--- config.mk ---
export PLATFORM = sky130hd
export DESIGN_NAME = btal_seq_flat
export DESIGN_NICKNAME = d
export VERILOG_FILES = /design/src/btal_pkg.sv /design/src/btal_if.sv /design/src/btal_seq.sv /design/src/flat_wrapper.sv
export SDC_FILE = /design/constraint.sdc
export NUM_CORES = 1
export LEC_CHECK = 0
export ABC_AREA = 0
export BUFFER_PORTS_ARGS = -buffer_cell sky130_fd_sc_hd__buf_2
export CAP_MARGIN = 0
export CELL_PAD_IN_SITES_DETAIL_PLACEMENT = 0
export CELL_PAD_IN_SITES_GLOBAL_PLACEMENT = 2
export CORE_UTILIZATION = 35
export DETAILED_ROUTE_END_ITERATION = 7
export GPL_TIMING_DRIVEN = 0
export PLACE_DENSITY_LB_ADDON = 0.1
export SKIP_CTS_REPAIR_TIMING = 1
export SLEW_MARGIN = 20
export SYNTH_ARGS = -nofsm -noshare
export SYNTH_HDL_FRONTEND = slang
export SYNTH_SLANG_ARGS = --single-unit
--- constraint.sdc ---
create_clock -name clock -period 7.7 [get_ports clock]
set_input_delay 0.385 -clock clock [delete_from_list [all_inputs] [get_ports clock]]
set_output_delay 0.385 -clock clock [all_outputs]
set_load 0.02 [all_outputs]
--- src/btal_pkg.sv ---
// Package of the buddy tree allocator: defaults, codes, state and node types.
// No dependencies.
package btal_pkg;
   localparam int TREE_LEVELS_DEF    = 12;
   localparam int ROOTS_DEF          = 16;
   localparam int MIN_BLOCK_LOG2_DEF = 10;

   localparam int SIZE_W = 32;
   localparam int ADDR_W = 64;
   localparam int STAT_W = 2;
   localparam int RCNT_W = 5;
   localparam int CSR_IDX_W = 2;

   localparam logic [RCNT_W-1:0] ROOT_COUNT_RESET = RCNT_W'(16);

   localparam logic [STAT_W-1:0] STAT_DONE     = 2'd0;
   localparam logic [STAT_W-1:0] STAT_TOO_BIG  = 2'd1;
   localparam logic [STAT_W-1:0] STAT_NO_BLOCK = 2'd2;
   localparam logic [STAT_W-1:0] STAT_BAD_ADDR = 2'd3;

   localparam logic OP_ALLOC = 1'b0;
   localparam logic OP_FREE  = 1'b1;

   localparam logic [CSR_IDX_W-1:0] CSR_ROOT_COUNT = 2'd0;
   localparam logic [CSR_IDX_W-1:0] CSR_POOL_BASE  = 2'd1;

   typedef struct packed {
      logic mark;
      logic sub;
   } node_word_type;

   typedef enum logic [3:0] {
      ST_CLEAR, ST_IDLE, ST_SIZE, ST_AREAD, ST_AEVAL, ST_ADV, ST_MARK, ST_MUP,
      ST_FCHK, ST_FREAD, ST_FEVAL, ST_PREAD, ST_PEVAL, ST_DONE
   } state_type;
endpackage

--- src/btal_if.sv ---
// Channel interfaces of the buddy tree allocator: request, response, register write.
// Depends on btal_pkg.
interface btal_req_if;
   logic                       valid;
   logic                       ready;
   logic                       operation;
   logic [btal_pkg::SIZE_W-1:0] request_size;
   logic [btal_pkg::ADDR_W-1:0] release_address;
   modport source (output valid, operation, request_size, release_address, input ready);
   modport sink (input valid, operation, request_size, release_address, output ready);
endinterface

interface btal_rsp_if;
   logic                       valid;
   logic                       ready;
   logic [btal_pkg::STAT_W-1:0] status;
   logic [btal_pkg::ADDR_W-1:0] block_address;
   modport source (output valid, status, block_address, input ready);
   modport sink (input valid, status, block_address, output ready);
endinterface


--- src/btal_seq.sv ---
// Sequencer of the buddy tree allocator: clearing pass, tree search, mark and free walks.
// Depends on btal_pkg and btal_if; drives the mark RAM ports.
module btal_seq #(
   parameter int TREE_LEVELS    = btal_pkg::TREE_LEVELS_DEF,
   parameter int ROOTS          = btal_pkg::ROOTS_DEF,
   parameter int MIN_BLOCK_LOG2 = btal_pkg::MIN_BLOCK_LOG2_DEF,
   parameter int AW             = (ROOTS > 1 ? $clog2(ROOTS) : 1) + TREE_LEVELS
) (
   input  logic                         clock,
   input  logic                         reset,
   btal_req_if.sink                     req,
   btal_rsp_if.source                   rsp,
   input  logic [btal_pkg::RCNT_W-1:0]  root_count,
   input  logic [btal_pkg::ADDR_W-1:0]  pool_base,
   output logic                         mem_we,
   output logic [AW-1:0]                mem_waddr,
   output btal_pkg::node_word_type      mem_wdata,
   output logic [AW-1:0]                mem_raddr,
   input  btal_pkg::node_word_type      mem_rdata
);
   import btal_pkg::*;

   localparam int TOP   = MIN_BLOCK_LOG2 + TREE_LEVELS - 1;
   localparam int NW    = TREE_LEVELS;
   localparam int LVW   = $clog2(TREE_LEVELS);
   localparam int RW    = ROOTS > 1 ? $clog2(ROOTS) : 1;
   localparam int RCW   = $clog2(ROOTS + 1);
   localparam int CW    = RCW > RCNT_W ? RCW : RCNT_W;
   localparam int SHW   = $clog2(TOP + 1);
   localparam int DEPTH = ROOTS << TREE_LEVELS;
   localparam logic [AW-1:0]     CLR_LAST = AW'(DEPTH - 1);
   localparam logic [NW-1:0]     NODE_ONE = NW'(1);
   localparam logic [LVW-1:0]    LV_LEAF  = LVW'(TREE_LEVELS - 1);
   localparam logic [CW-1:0]     ROOTS_C  = CW'(ROOTS);
   localparam logic [ADDR_W:0]   TOP_SIZE = (ADDR_W+1)'(1) << TOP;

   state_type            state_ff, state_in;
   logic [SIZE_W-1:0]    size_ff, size_in;
   logic [ADDR_W-1:0]    addr_ff, addr_in;
   logic [LVW-1:0]       lvl_ff, lvl_in;
   logic [LVW-1:0]       lv_ff, lv_in;
   logic [NW-1:0]        node_ff, node_in;
   logic [RCW-1:0]       root_ff, root_in;
   logic [STAT_W-1:0]    stat_ff, stat_in;
   logic [ADDR_W-1:0]    res_ff, res_in;
   logic [AW-1:0]        clr_ff, clr_in;
   logic                 rsp_valid_ff, rsp_valid_in;
   logic [STAT_W-1:0]    rsp_stat_ff, rsp_stat_in;
   logic [ADDR_W-1:0]    rsp_addr_ff, rsp_addr_in;

   logic [CW-1:0]        roots_used;
   logic [ADDR_W-1:0]    diff;
   logic [ADDR_W:0]      thr;
   logic [SHW-1:0]       thr_sh;
   logic [NW-1:0]        parent;
   logic [ADDR_W-1:0]    blk_off;

   assign roots_used = (CW'(root_count) > ROOTS_C) ? ROOTS_C : CW'(root_count);
   assign diff       = addr_ff - pool_base;
   assign thr_sh     = SHW'(TOP - 1) - SHW'(lvl_ff);
   assign thr        = (ADDR_W+1)'(1) << thr_sh;
   assign parent     = node_ff >> 1;
   assign blk_off    = (ADDR_W'(root_ff) << TOP)
                     | (ADDR_W'(node_ff ^ (NODE_ONE << lvl_ff)) << (SHW'(TOP) - SHW'(lvl_ff)));

   assign req.ready     = (state_ff == ST_IDLE);
   assign rsp.valid     = rsp_valid_ff;
   assign rsp.status    = rsp_stat_ff;
   assign rsp.block_address = rsp_addr_ff;

   always_ff @(posedge clock) begin
      if (reset) begin
         state_ff     <= ST_CLEAR;
         clr_ff       <= '0;
         rsp_valid_ff <= 1'b0;
      end else begin
         state_ff     <= state_in;
         clr_ff       <= clr_in;
         rsp_valid_ff <= rsp_valid_in;
      end
      size_ff     <= size_in;
      addr_ff     <= addr_in;
      lvl_ff      <= lvl_in;
      lv_ff       <= lv_in;
      node_ff     <= node_in;
      root_ff     <= root_in;
      stat_ff     <= stat_in;
      res_ff      <= res_in;
      rsp_stat_ff <= rsp_stat_in;
      rsp_addr_ff <= rsp_addr_in;
   end

   always_comb begin
      state_in     = state_ff;
      size_in      = size_ff;
      addr_in      = addr_ff;
      lvl_in       = lvl_ff;
      lv_in        = lv_ff;
      node_in      = node_ff;
      root_in      = root_ff;
      stat_in      = stat_ff;
      res_in       = res_ff;
      clr_in       = clr_ff;
      rsp_valid_in = rsp_valid_ff && !rsp.ready;
      rsp_stat_in  = rsp_stat_ff;
      rsp_addr_in  = rsp_addr_ff;
      mem_we       = 1'b0;
      mem_waddr    = {root_ff[RW-1:0], node_ff};
      mem_wdata    = '{mark: 1'b0, sub: 1'b0};
      mem_raddr    = {root_ff[RW-1:0], node_ff};

      unique case (state_ff)
         ST_CLEAR: begin
            mem_we    = 1'b1;
            mem_waddr = clr_ff;
            clr_in    = clr_ff + AW'(1);
            if (clr_ff == CLR_LAST) begin
               state_in = ST_IDLE;
            end
         end
         ST_IDLE: begin
            if (req.valid) begin
               size_in = req.request_size;
               addr_in = req.release_address;
               res_in  = '0;
               lvl_in  = '0;
               stat_in = STAT_DONE;
               if (req.operation == OP_FREE) begin
                  state_in = ST_FCHK;
               end else if ((ADDR_W+1)'(req.request_size) > TOP_SIZE) begin
                  stat_in  = STAT_TOO_BIG;
                  state_in = ST_DONE;
               end else begin
                  state_in = ST_SIZE;
               end
            end
         end
         ST_SIZE: begin
            if ((lvl_ff != LV_LEAF) && (thr >= (ADDR_W+1)'(size_ff))) begin
               lvl_in = lvl_ff + LVW'(1);
            end else if (roots_used == '0) begin
               stat_in  = STAT_NO_BLOCK;
               state_in = ST_DONE;
            end else begin
               root_in  = '0;
               node_in  = NODE_ONE;
               lv_in    = '0;
               state_in = ST_AREAD;
            end
         end
         ST_AREAD: begin
            state_in = ST_AEVAL;
         end
         ST_AEVAL: begin
            if (mem_rdata.mark) begin
               state_in = ST_ADV;
            end else if (!mem_rdata.sub) begin
               node_in  = node_ff << (lvl_ff - lv_ff);
               state_in = ST_MARK;
            end else if (lv_ff == lvl_ff) begin
               state_in = ST_ADV;
            end else begin
               node_in  = node_ff << 1;
               lv_in    = lv_ff + LVW'(1);
               state_in = ST_AREAD;
            end
         end
         ST_ADV: begin
            if (node_ff == NODE_ONE) begin
               root_in = root_ff + RCW'(1);
               if (CW'(root_ff) + CW'(1) == roots_used) begin
                  stat_in  = STAT_NO_BLOCK;
                  state_in = ST_DONE;
               end else begin
                  state_in = ST_AREAD;
               end
            end else if (node_ff[0]) begin
               node_in = parent;
               lv_in   = lv_ff - LVW'(1);
            end else begin
               node_in  = node_ff + NODE_ONE;
               state_in = ST_AREAD;
            end
         end
         ST_MARK: begin
            mem_we    = 1'b1;
            mem_wdata = '{mark: 1'b1, sub: 1'b1};
            res_in    = pool_base + blk_off;
            state_in  = (node_ff == NODE_ONE) ? ST_DONE : ST_MUP;
         end
         ST_MUP: begin
            mem_we    = 1'b1;
            mem_waddr = {root_ff[RW-1:0], parent};
            mem_wdata = '{mark: 1'b0, sub: 1'b1};
            node_in   = parent;
            if (parent == NODE_ONE) begin
               state_in = ST_DONE;
            end
         end
         ST_FCHK: begin
            root_in = RCW'(diff >> TOP);
            node_in = {1'b1, diff[TOP-1:MIN_BLOCK_LOG2]};
            lv_in   = LV_LEAF;
            if ((addr_ff == '0) || (addr_ff < pool_base)
                || ((diff >> TOP) >= ADDR_W'(ROOTS))
                || (diff[MIN_BLOCK_LOG2-1:0] != '0)) begin
               stat_in  = STAT_BAD_ADDR;
               state_in = ST_DONE;
            end else begin
               state_in = ST_FREAD;
            end
         end
         ST_FREAD: begin
            state_in = ST_FEVAL;
         end
         ST_FEVAL: begin
            if (mem_rdata.mark) begin
               mem_we   = 1'b1;
               state_in = (node_ff == NODE_ONE) ? ST_DONE : ST_PREAD;
            end else if ((lv_ff == '0) || node_ff[0]) begin
               stat_in  = STAT_BAD_ADDR;
               state_in = ST_DONE;
            end else begin
               node_in  = parent;
               lv_in    = lv_ff - LVW'(1);
               state_in = ST_FREAD;
            end
         end
         ST_PREAD: begin
            mem_raddr = {root_ff[RW-1:0], node_ff ^ NODE_ONE};
            state_in  = ST_PEVAL;
         end
         ST_PEVAL: begin
            if (mem_rdata.sub) begin
               state_in = ST_DONE;
            end else begin
               mem_we    = 1'b1;
               mem_waddr = {root_ff[RW-1:0], parent};
               node_in   = parent;
               state_in  = (parent == NODE_ONE) ? ST_DONE : ST_PREAD;
            end
         end
         ST_DONE: begin
            if (!rsp_valid_ff || rsp.ready) begin
               rsp_valid_in = 1'b1;
               rsp_stat_in  = stat_ff;
               rsp_addr_in  = res_ff;
               state_in     = ST_IDLE;
            end
         end
         default: begin
            state_in = ST_IDLE;
         end
      endcase
   end
endmodule

--- src/flat_wrapper.sv ---
// flat-port wrapper written by rule: the top's interface ports become plain ports
module btal_seq_flat import btal_pkg::*;
#(
   parameter int TREE_LEVELS    = btal_pkg::TREE_LEVELS_DEF,
   parameter int ROOTS          = btal_pkg::ROOTS_DEF,
   parameter int MIN_BLOCK_LOG2 = btal_pkg::MIN_BLOCK_LOG2_DEF,
   parameter int AW             = (ROOTS > 1 ? $clog2(ROOTS) : 1) + TREE_LEVELS
)
  (clock, reset, root_count, pool_base, mem_we, mem_waddr, mem_wdata, mem_raddr, mem_rdata, req_valid, req_operation, req_request_size, req_release_address, req_ready, rsp_valid, rsp_status, rsp_block_address, rsp_ready);
  btal_req_if req_i ();
  btal_rsp_if rsp_i ();
  input  logic clock;
  input  logic reset;
  input  logic [btal_pkg::RCNT_W-1:0] root_count;
  input  logic [btal_pkg::ADDR_W-1:0] pool_base;
  output logic mem_we;
  output logic [AW-1:0] mem_waddr;
  output btal_pkg::node_word_type mem_wdata;
  output logic [AW-1:0] mem_raddr;
  input  btal_pkg::node_word_type mem_rdata;
  input wire logic [$bits(req_i.valid)-1:0] req_valid;
  input wire logic [$bits(req_i.operation)-1:0] req_operation;
  input wire logic [$bits(req_i.request_size)-1:0] req_request_size;
  input wire logic [$bits(req_i.release_address)-1:0] req_release_address;
  output wire logic [$bits(req_i.ready)-1:0] req_ready;
  output wire logic [$bits(rsp_i.valid)-1:0] rsp_valid;
  output wire logic [$bits(rsp_i.status)-1:0] rsp_status;
  output wire logic [$bits(rsp_i.block_address)-1:0] rsp_block_address;
  input wire logic [$bits(rsp_i.ready)-1:0] rsp_ready;
  assign req_i.valid = req_valid;
  assign req_i.operation = req_operation;
  assign req_i.request_size = req_request_size;
  assign req_i.release_address = req_release_address;
  assign req_ready = req_i.ready;
  assign rsp_valid = rsp_i.valid;
  assign rsp_status = rsp_i.status;
  assign rsp_block_address = rsp_i.block_address;
  assign rsp_i.ready = rsp_ready;
  btal_seq #(.TREE_LEVELS(TREE_LEVELS), .ROOTS(ROOTS), .MIN_BLOCK_LOG2(MIN_BLOCK_LOG2), .AW(AW)) u_core (.clock(clock), .reset(reset), .req(req_i), .rsp(rsp_i), .root_count(root_count), .pool_base(pool_base), .mem_we(mem_we), .mem_waddr(mem_waddr), .mem_wdata(mem_wdata), .mem_raddr(mem_raddr), .mem_rdata(mem_rdata));
endmodule
Word level (Yosys, flattened, before mapping) --
Cells that the tools add are included.
Cells by class: multiply operators 0, multiplexer cells 73, shift-type cells 4, reduce and logical (&&, ||, !) cells 30, div/mod/pow operators 0, magnitude comparators 5, $add $sub $neg 11, equality and inequality tests 41, bitwise operators 3
Operators by type and width (count):
- 12-bit two-way mux | 11
- 64-bit case mux with 2 select lines | 1
- 4-bit two-way mux | 27
- 12-bit case mux with 7 select lines | 1
- 65-bit by 32-bit >= comparator with 1-bit output | 1
- 1-bit by 5-bit << shifter with 65-bit output (first input constant) | 1
- 64-bit adder | 1
- 64-bit logical NOT | 1
- 64-bit less-than comparator | 1
- 64-bit two-way mux | 1
- 26-bit by 64-bit OR with 64-bit output | 1
- 1-bit by 4-bit << shifter with 64-bit output (first input constant) | 1
- 64-bit by 5-bit << shifter with 64-bit output | 1
- 64-bit subtractor | 1
- 12-bit by 64-bit XOR with 64-bit output | 1
- 4-bit case mux with 14 select lines | 1
- 16-bit case mux with 3 select lines | 1
- 43-bit by 5-bit >= comparator with 1-bit output (second input constant) | 1
- 32-bit by 22-bit greater-than comparator with 1-bit output (second input constant) | 1
- 4-bit equality test (second input constant) | 6
- 5-bit two-way mux | 4
- 2-bit by 1-bit != test with 1-bit output (second input constant) | 10
- 2-bit != test (second input constant) | 10
- 4-bit case mux with 5 select lines | 1
- 45 further kinds | 81
Word-level totals: input port bits 172, memories 0, output and inout port bits 103, bits in read-only memories 0, RAM bits 0, bits in latches 0, bits in registers 274

Depth between registers and ports, before layout --
Gate-level depths: netlist (run 1).
depth after elaboration 6, mapped depth 29, depth with buffers taken out 26

Least setup slack after synthesis (run 1) --
OpenSTA, ideal clock, no wires.
path type reg2reg, from register u_core.state_ff[3], to register u_core.rsp_addr_ff[0], in the netlist u_core.rsp.block_address[0], enable pin, stages on the path, launching flop included 6, path buffers 3, clock period less this slack 6.289 ns, library setup time 0.572 ns, data arrival time 5.717 ns, setup slack 1.411 ns, cell sequence dfxtp_1 -> clkbuf_1 -> buf_1 -> buf_1 -> nand2_1 -> nor3_1
On the way: longest elaborated chain between the ends 2
Ends and longest elaborated chain:
- start: declaration | RTL line btal_seq.sv:37 | state_type state_ff, state_in;
- start signal: assignment | RTL line btal_seq.sv:77 | state_ff <= state_in;
- 4-bit equality test | RTL line btal_seq.sv:112 | unique case (state_ff)
- 2-bit AND reduction (no source line)
- end signal: assignment | RTL line btal_seq.sv:90 | rsp_addr_ff <= rsp_addr_in;
- end: declaration | RTL line btal_seq.sv:49 | logic [ADDR_W-1:0] rsp_addr_ff, rsp_addr_in;
No other way between the ends. A chain may end at the register's enable or synchronous reset.

Final worst setup path (run 1) --
from register u_core.lvl_ff[1], to register u_core.res_ff[56], data pin
On the way: longest elaborated chain between the ends 6
Ends and longest elaborated chain:
- start: declaration | RTL line btal_seq.sv:40 | logic [LVW-1:0] lvl_ff, lvl_in;
- start signal: assignment | RTL line btal_seq.sv:83 | lvl_ff <= lvl_in;
- parallel branches: the longest is 2 deep, another holds 5-bit by 4-bit subtractor with 5-bit output
- 64-bit by 5-bit << shifter with 64-bit output (*) | RTL line btal_seq.sv:64 | | (ADDR_W'(node_ff ^ (NODE_ONE << lvl_ff)) << (SHW'(TOP) - SHW'(lvl_ff)));
- 26-bit by 64-bit OR with 64-bit output (*) | RTL line btal_seq.sv:64
- 64-bit adder (*) | RTL line btal_seq.sv:188 | res_in = pool_base + blk_off;
- 64-bit case mux with 2 select lines (*) | RTL line btal_seq.sv:112
- end signal: assignment | RTL line btal_seq.sv:88 | res_ff <= res_in;
- end: declaration | RTL line btal_seq.sv:45 | logic [ADDR_W-1:0] res_ff, res_in;
Mark *: on every way between the ends.

==> results of run 1 <==
## logic make-up after synthesis
kind of cell | after synthesis | share of synthesized area [%]
AND/OR/NAND/NOR | 875 | 19.51
XOR/XNOR | 125 | 5.149
other | 1 | 0.01764
multiplexers | 54 | 2.789
adder cells (fa/ha/maj) | 167 | 9.968
flip-flops | 274 | 37.71
AO/OA/AOI/OAI | 644 | 19.57
buffers and inverters | 275 | 5.284
## how the worst max path moves through the flow
stage / to / slack, ns / depth (start not counted)
3_5_place_dp: u_core.res_ff[56]$_SDFFCE_PN0P_ / -0.05 / 27
3_3_place_gp: u_core.rsp.block_address[60]$_DFFE_PP_ / -1.35 / 5
2_1_floorplan: u_core.rsp.block_address[0]$_DFFE_PP_ / 1.41 / 5
4_1_cts: u_core.res_ff[56]$_SDFFCE_PN0P_ / -0.07 / 27
6_report: u_core.res_ff[56]$_SDFFCE_PN0P_ / 0.47 / 27
5_1_grt: u_core.res_ff[55]$_SDFFCE_PN0P_ / 0.007 / 25
## critical path, stage by stage, from the launching register on
cell and delay [ns]:
sky130_fd_sc_hd__edfxtp_1 0.60, sky130_fd_sc_hd__inv_1 0.22, sky130_fd_sc_hd__clkbuf_2 0.39, sky130_fd_sc_hd__ha_1 0.28
sky130_fd_sc_hd__ha_1 0.23, sky130_fd_sc_hd__nor2b_1 0.18, sky130_fd_sc_hd__xnor2_1 0.13, sky130_fd_sc_hd__nor2_1 0.06
sky130_fd_sc_hd__a21oi_1 0.25, sky130_fd_sc_hd__nor2_1 0.07, sky130_fd_sc_hd__a21oi_1 0.19, sky130_fd_sc_hd__or2_2 0.19
sky130_fd_sc_hd__nor2_1 0.05, sky130_fd_sc_hd__a21oi_1 0.26, sky130_fd_sc_hd__nor2_1 0.07, sky130_fd_sc_hd__ha_1 0.44
sky130_fd_sc_hd__nand2_1 0.17, sky130_fd_sc_hd__or3_1 0.40, sky130_fd_sc_hd__a2111oi_0 0.67, sky130_fd_sc_hd__nand4b_1 0.26
sky130_fd_sc_hd__nand3_1 0.17, sky130_fd_sc_hd__a21oi_1 0.28, sky130_fd_sc_hd__o21ai_1 0.18, sky130_fd_sc_hd__o211a_1 0.29
sky130_fd_sc_hd__a21oi_2 0.47, sky130_fd_sc_hd__nand3_1 0.17, sky130_fd_sc_hd__xnor2_1 0.21, sky130_fd_sc_hd__nor2_1 0.06
## cell usage after synthesis, drive strengths merged, types with 6 or more instances
master | count | area [um2]
nand3 | 68 | 340.3
a21oi | 194 | 970.9
a31oi | 24 | 150.1
o31a | 7 | 70.07
o221ai | 6 | 52.55
nor2b | 21 | 131.4
dfxtp | 21 | 420.4
o21ai | 131 | 655.6
inv | 139 | 521.8
clkbuf | 98 | 367.9
nand4 | 65 | 406.6
o22ai | 22 | 137.6
o21bai | 16 | 120.1
or4 | 6 | 45.04
or2 | 19 | 118.9
a22oi | 12 | 90.09
a21o | 67 | 503.0
xnor2 | 72 | 630.6
mux2i | 39 | 390.4
nor2 | 263 | 994.7
o31ai | 15 | 112.6
a222oi | 10 | 100.1
edfxtp | 253 | 7597
nand3b | 8 | 60.06
a2111oi | 10 | 107.6
o211ai | 24 | 180.2
ha | 163 | 2039
nand2b | 30 | 187.7
buf | 38 | 234.0
or3 | 19 | 118.9
nor3b | 6 | 50.05
o21a | 32 | 240.2
nor4 | 48 | 306.5
nor3 | 50 | 250.2
mux2 | 12 | 135.1
and3 | 22 | 137.6
a211oi | 18 | 152.7
nand2 | 236 | 885.9
xor2 | 53 | 464.2
## per-layer routing
layer	vias up	GRT usage (%)	share of wire, %	wire length, um
met1	9604	37.23	48	39020
met5	-	0	0	0
met3	85	3.413	5.9	4872
met4	0	5.874	2.1	1750
met2	697	40.38	44	36380
li1	9605	-	-	-
## registers in the layout, summed over array words and instances (netlist names)
register                  flops
u_core.addr_ff               64
u_core.res_ff                64
u_core.rsp.block_address     64
u_core.size_ff               32
u_core.clr_ff                16
u_core.node_ff               12
u_core.root_ff                5
u_core.lv_ff                  4
u_core.lvl_ff                 4
u_core.state_ff               4
u_core.rsp.status             2
u_core.stat_ff                2
u_core.rsp.valid              1
## stage by stage
step | total power [mW] | setup slack (ns) | instance area [um2] | TNS, ns | hold WS (ns)
floorplan | 1.904 | 1.411 | 21270 | 0 | 0.4003
global placement | 2.077 | -1.348 | 23610 | -88.52 | 0.4006
detailed placement | 2.077 | -0.05186 | 23750 | -0.2352 | 0.4045
CTS | 3.717 | -0.07362 | 24890 | -0.4140 | -0.03161
global route | 3.829 | 0.007138 | 25250 | 0 | 0.0006131
finish | 3.702 | 0.4710 | 25250 | 0 | 0.004603
## power breakdown
part           switching, mW  leakage (nW)  internal [mW]
combinational          0.288          7.33          0.169
clock                  0.671         0.552          0.962
sequential           0.00216          2.49           1.61
## cell usage in the layout, fill, tap and decap left out, drive strengths merged, types with 22 or more instances in the layout
cell / instances
mux2i: 39
and3: 22
a21oi: 194
nand3: 68
clkbuf: 137
nand2b: 30
nor2: 263
ha: 163
xor2: 53
nor4: 48
dlygate4sd3: 35
edfxtp: 253
nand4: 65
o22ai: 22
nor3: 50
a21o: 67
inv: 141
o21ai: 131
a31oi: 24
xnor2: 72
buf: 321
o21a: 32
nand2: 236
o211ai: 24
## layout make-up
cell class / instances / area share (%)
tap: 773 / 3.831
clock buffer: 39 / 3.444
sequential: 274 / 31.76
multi-input combinational: 1869 / 48.16
timing repair buffer: 319 / 7.260
clock inverter: 21 / 1.070
inverter: 139 / 2.086
buffer: 135 / 2.374
antenna: 2 / 0.01982
==> run summary, run 1 <==
The iteration count of the initial detailed-routing pass came out at 8. The proportion of register bits with asynchronous set or reset after synthesis is 0%. The DRC violation count after routing came out at 0. The routed length per placed instance came out at 22.97 um. The endpoint identified for the worst register-to-register timing path is u_core.res_ff[56]$_SDFFCE_PN0P_.

The critical path is of the flip-flop to flip-flop type. The setup violation total in the final timing report is 0. The clock latency on the worst-skew pair is 0.56 ns. The final design utilization is 42.46%. The power per cell area came out at roughly 150 mW/mm2. The count of fill cells added during filler insertion is 6,043. The post-synthesis instance area came out at ~0.021 mm2. Once detailed placement completed, the half-perimeter wirelength came to 67,310 um. The worst-case register-to-register setup slack is 0.47 ns. The die is 248.5 um wide. The data arrival time at the worst-slack endpoint came out at around 7.5 ns. The run finished with clean final reports. The DRC violation total after the first TritonRoute iteration is 1,611. Measured in cells, the most critical reg-to-reg path has a length of 27.

In this run the vertical extent of the chip is 248.5 um. In this run, CTS created clock tree buffers numbering 34. The highest clock rate is 138.3 MHz. The maximum fanout along the worst path came out at 14. The global placer's final weighted congestion came out at 0.9341. The number of pins exceeding their max-slew limit in the final report is 0. The die covers 0.06174 mm2.

The via count of the routed design is 19,990. The share of the clock period used by the worst path after layout came out at 93.88%. The combined flip-flop and latch cell area came out at 0.008018 mm2. The longest clock path from root to sink contains 3 buffers. The floorplan has 89 rows. The H-tree generated during clock tree synthesis spans 2 levels. The post-layout instance count excluding filler cells came out at 3,571. The worst flop-to-flop path startpoint is u_core.lvl_ff[1]$_SDFFCE_PN0P_. After clock tree synthesis, the clock-pin slew on the worst setup and hold paths is 0.06 ns. After detailed placement, the design holds a cell count of about 3,500. The combined area of the multi-input logic cells is 0.01216 mm2.

Data on the critical path is required at its endpoint by 7.98 ns. Relative to the synthesized area, the layout overhead comes to 18.74%. The final routed wirelength across all metal layers is about 80,000 um. The critical path starts at u_core.lvl_ff[1]$_SDFFCE_PN0P_. The wire length of the first global-routing pass is 120,500 um.

The endpoint of the worst hold path is u_core.addr_ff[29]$_DFFE_PP_. The number of buffer cells added on primary ports is 274. The number of cells on the worst hold path is 1. The count of boundary I/O pins is 275. The number of synthesis warnings is 0.

After the last flow step, the layout net total stands at 3,111. The via count of the first global-routing pass is 19,000. The prevailing post-synth register cell is sky130_fd_sc_hd__edfxtp_1. CTS placed an instance of sky130_fd_sc_hd__clkbuf_16 at the clock tree root. TritonCTS built the clock tree. The total global routing track utilization came out at approximately a quarter. Clock skew on the completed layout was measured at ~0.017 ns. The clock period minus worst slack is slightly above 7 ns. The class of the worst hold path is primary input to flip-flop. The leakage power is between 10 and 15 nW. The clock sink count came out at 274. The share of final-layout standard cells stronger than drive strength 1 came out at between 10% and 20%. The total grt overflow came out at 0. The initial antenna violation count came out at 1. The relative slew slack came out at 29.97%. The startpoint identified for the worst hold timing path is req_release_address[29]. The number of endpoints with negative hold slack in the final report came out at 0.

The flip-flop and latch count after synthesis came out at 274. The via density per instance came out at between 5 and 6. Each instance of the synthesized netlist takes up on average 8.805 um2.

The number of instances in the synthesized netlist is 2,415. The synthesized netlist contains 89 unique library cells. Entering global routing, the biggest net connects 61 pins.

In this run the standard cell core region covers 0.05946 mm2. Setup repair after global routing left no endpoint under its margin. The worst vdd rail ir drop came out at 0.1510 mV. The portion of the post-synthesis area used by sequential elements is 37.71%. The initial core utilization came out at 35.76%. Max-cap violations in this run came to 0. The count of nets left with antenna violations after detail routing is 0. The slew at the pin with the worst max-slew slack came out at 1.050 ns.

The number of enable-type register cells in the synthesized netlist is 253. The sort of element at the end of the critical path is a flip-flop. The worst setup path is launched from a flip-flop.
Note: power is estimated with default switching activity, not from simulation.
==> run 2: changes to the inputs <==
--- a/config.mk
+++ b/config.mk
@@ -12,7 +12,6 @@
 export CELL_PAD_IN_SITES_GLOBAL_PLACEMENT = 2
 export CORE_UTILIZATION = 35
 export DETAILED_ROUTE_END_ITERATION = 7
-export GPL_TIMING_DRIVEN = 0
 export PLACE_DENSITY_LB_ADDON = 0.1
 export SKIP_CTS_REPAIR_TIMING = 1
 export SLEW_MARGIN = 20
==> run 2 against run 1 <==
Net effect: total power fell by 2.3%; sequential share of layout area rose by 0.074 points; sequential cell count did not move; register-to-register slack improved by 0.40 ns; die area did not move; critical endpoint unchanged; global-route usage fell by 1.2 points; core utilization fell by 0.099 points; fmax rose by 5.8%; clock-buffer cell count fell by 5; clock power fell by 6%; cell count fell by 1.9%.
==> run summary, run 2 (synthesis results as in run 1) <==
The final routed wirelength across all metal layers came out at 78,880 um (-3.8%). The via count of the routed design is 19,600 (-2.0%). The met1 track demand over resource came out at 36.21% (-1.0 points).

The final design utilization came out at 42.36% (-0.099 points). The number of placement rows is 89 (unchanged). The number of endpoints with negative hold slack in the final report is 0 (unchanged). The via count of the first global-routing pass is 18,520 (-2.6%). The setup violation total in the final timing report came out at 0 (unchanged).

The number of pins exceeding their max-slew limit in the final report came to 0 (unchanged). The share of final-layout standard cells stronger than drive strength 1 came out at 14.32% (-0.48 points). The die extent in y is 248.5 um (unchanged). The overall die area is 0.06174 mm2 (unchanged). The commonest non-fill, non-tap cell in the layout is sky130_fd_sc_hd__buf_2. The count of nets left with antenna violations after detail routing came out at 0 (unchanged). The type of origin of the critical path is a flip-flop.

The area of the placeable core came to 0.05946 mm2 (unchanged). The highest clock rate is 146.4 MHz (+5.8%). In this run the most used layer during global routing was met2. The pin count of the biggest net entering global routing came out at 65 (+6.6%).

The met2 usage is 38.20% (-2.2 points). The worst-case reg-to-reg path depth came out at 26 (-3.7%). The net count reported at finish came out at 3,044 (-2.2%). The met3 track demand over resource in global routing is 2.554% (-0.86 points). The class of the worst hold path is primary input to flip-flop.

The area overhead of the layout relative to synthesis came out at 18.47%. The initial antenna violation count came to 4 (+3). Leaving out fill and tap cells, the most frequent cells in the layout are sky130_fd_sc_hd__buf_2 (274), sky130_fd_sc_hd__nor2_1 (262), sky130_fd_sc_hd__edfxtp_1 (253). The number of buffer cells added on primary ports was 274 (unchanged). The number of cells on the worst hold path came to 2 (+1). The flow ran to the end, and the final reports show no timing, DRC or antenna violations. The start point of the critical path is u_core.lvl_ff[1]$_SDFFCE_PN0P_. The CTS tree is built.

Setup repair after global routing left no endpoint under its margin. The worst vdd rail ir drop is 0.2520 mV (+67%). The total global routing track utilization came to 24.45% (-1.2 points).

The count of boundary I/O pins came out at 275 (unchanged). The power consumption came to 3.618 mW (-2.3%). The slew at the pin with the worst max-slew slack is 1.053 ns (+0.003071 ns). The routed length per placed instance came out at 22.51 um (-2.0%). The data arrival time at the worst-slack endpoint is 7.17 ns (-0.34 ns).

The global placer's final weighted congestion came out at 0.9634 (+3.1%). The iteration count of the initial detailed-routing pass came to 7 (-1). The required time at the worst-slack endpoint came out at 8.04 ns (+0.06 ns). The relative slew slack came out at 27.95% (-2.0 points).

In this run the critical register-to-register path is launched from u_core.lvl_ff[1]$_SDFFCE_PN0P_. The clock transition at the registers of the reported paths is 0.07 ns (about the same). The chip width was 248.5 um (unchanged). The worst-case register-to-register setup slack is 0.87 ns (+0.40 ns). The total grt overflow came to 0 (unchanged). In this run the clock root is driven by a sky130_fd_sc_hd__clkbuf_16. The clock latency on the worst-skew pair came to 0.62 ns (+0.06 ns).

The combined flip-flop and latch cell area is 0.008018 mm2 (unchanged). The count of fill cells added during filler insertion came out at 6,080 (+0.61%). The initial core utilization was 35.76% (unchanged).

The number of levels in the clock H-tree was 1 (-1). The clock period minus worst slack came out at 6.833 ns (-0.3963 ns). The worst setup skew after layout came to 0.02278 ns (+0.005760 ns). The share of the clock period used by the worst path after layout is 88.74% (-5.1 points). The DRC violation total after the first TritonRoute iteration is 1,636 (+1.6%). STA classifies the critical path endpoint as a flip-flop. The via density per instance came out at 5.592 (-0.11%).

The power per cell area is 143.6 mW/mm2 (-2.1%). The summed negative setup slack over all endpoints came to 0 ns (unchanged). The maximum buffer depth of the clock tree is 3 (unchanged).

The leakage power came out at 10.36 nW (about the same). The worst setup path is of the flip-flop to flip-flop kind. The reported max-cap violation count is 0 (unchanged).

The clock buffer count from CTS came to 31 (-8.8%). The combined area of the multi-input logic cells came to 0.01215 mm2 (-0.10%). The post-DP HPWL came out at 63,380 um (-5.8%). The end of the worst register-to-register path is u_core.res_ff[56]$_SDFFCE_PN0P_. The wire length of the first global-routing pass came to 115,800 um (-3.9%).

The clock sink count is 274 (unchanged). The DRC violation count after routing is 0 (unchanged). The maximum fanout along the worst path is 18 (+4). The critical path endpoint is u_core.res_ff[56]$_SDFFCE_PN0P_.
-- run 2: cell types whose count changed in the layout (fill, tap and decap cells not counted), moves of 3 or more --
cell | previous run | this run
sky130_fd_sc_hd__buf_1 | 9 | 0
sky130_fd_sc_hd__buf_2 | 281 | 274
sky130_fd_sc_hd__buf_4 | 27 | 20
sky130_fd_sc_hd__clkbuf_1 | 102 | 3
sky130_fd_sc_hd__clkbuf_16 | 34 | 31
sky130_fd_sc_hd__clkinv_1 | 3 | 6
sky130_fd_sc_hd__dlygate4sd3_1 | 35 | 96
-- run 2: layer usage --
metal | share of wire, % | vias to the layer above
met1 | 48 | 9439
met5 | 0 | -
li1 | - | 9476
met3 | 5.0 | 81
met4 | 2.1 | 0
met2 | 45 | 599
-- run 2: how the worst min path moves through the flow --
stage                                                         to                       startpoint  slack, ns
final                                u_core.stat_ff[0]$_DFFE_PP_                    req_operation       0.15
after global routing                 u_core.stat_ff[0]$_DFFE_PP_                    req_operation       0.13
after CTS                           u_core.addr_ff[14]$_DFFE_PP_          req_release_address[14]       -0.1
after detailed placement   u_core.rsp.block_address[1]$_DFFE_PP_   u_core.res_ff[1]$_SDFFCE_PN0P_       0.40
after global placement    u_core.rsp.block_address[59]$_DFFE_PP_  u_core.res_ff[59]$_SDFFCE_PN0P_       0.40
after floorplan            u_core.rsp.block_address[0]$_DFFE_PP_   u_core.res_ff[0]$_SDFFCE_PN0P_       0.40
-- run 2: power by group --
part           switching [mW]  total [mW]  internal [mW]
clock network           0.654        1.53          0.880
logic                   0.283       0.471          0.188
registers             0.00206        1.61           1.61
total                   0.940        3.62           2.68
-- run 2: stage by stage --
stage	instances	worst slack (ns)	area (um2)	hold slack, ns
floorplan	2418	1.411	21270	0.4003
global placement	3349	1.144	23180	0.4007
detailed placement	3349	0.9972	23180	0.4045
CTS	3407	0.9465	24230	-0.09952
global route	3503	0.3243	25190	0.1260
finish	3504	0.8672	25190	0.1451
-- run 2: critical path, cell delays in order (launching register included) --
cell	delay, ns
sky130_fd_sc_hd__edfxtp_1	0.38
sky130_fd_sc_hd__inv_1	0.54
sky130_fd_sc_hd__ha_1	0.36
sky130_fd_sc_hd__ha_1	0.23
sky130_fd_sc_hd__nor2b_1	0.17
sky130_fd_sc_hd__xnor2_1	0.13
sky130_fd_sc_hd__nor2_1	0.05
sky130_fd_sc_hd__a21oi_1	0.23
sky130_fd_sc_hd__nor2_1	0.07
sky130_fd_sc_hd__a21oi_1	0.20
sky130_fd_sc_hd__or2_2	0.17
sky130_fd_sc_hd__nor2_1	0.04
sky130_fd_sc_hd__a21oi_1	0.25
sky130_fd_sc_hd__nor2_1	0.08
sky130_fd_sc_hd__ha_1	0.41
sky130_fd_sc_hd__nand2_1	0.14
sky130_fd_sc_hd__or3_1	0.38
sky130_fd_sc_hd__a2111oi_0	0.61
sky130_fd_sc_hd__nand4b_1	0.22
sky130_fd_sc_hd__nand3_1	0.14
sky130_fd_sc_hd__a21oi_1	0.27
sky130_fd_sc_hd__o21ai_1	0.17
sky130_fd_sc_hd__o211a_1	0.28
sky130_fd_sc_hd__a21oi_1	0.60
sky130_fd_sc_hd__nand3_1	0.19
sky130_fd_sc_hd__xnor2_1	0.19
sky130_fd_sc_hd__nor2_1	0.05
-- run 2: final cells by class --
class                   instances  area share (%)
diodes                          1        0.009934
clock buffers                  34           3.124
clock inverters                24           1.038
inverters                     139           2.081
multi-input cells            1869           48.22
flip-flops and latches        274           31.83
well taps                     773           3.840
repair buffers                390           9.855
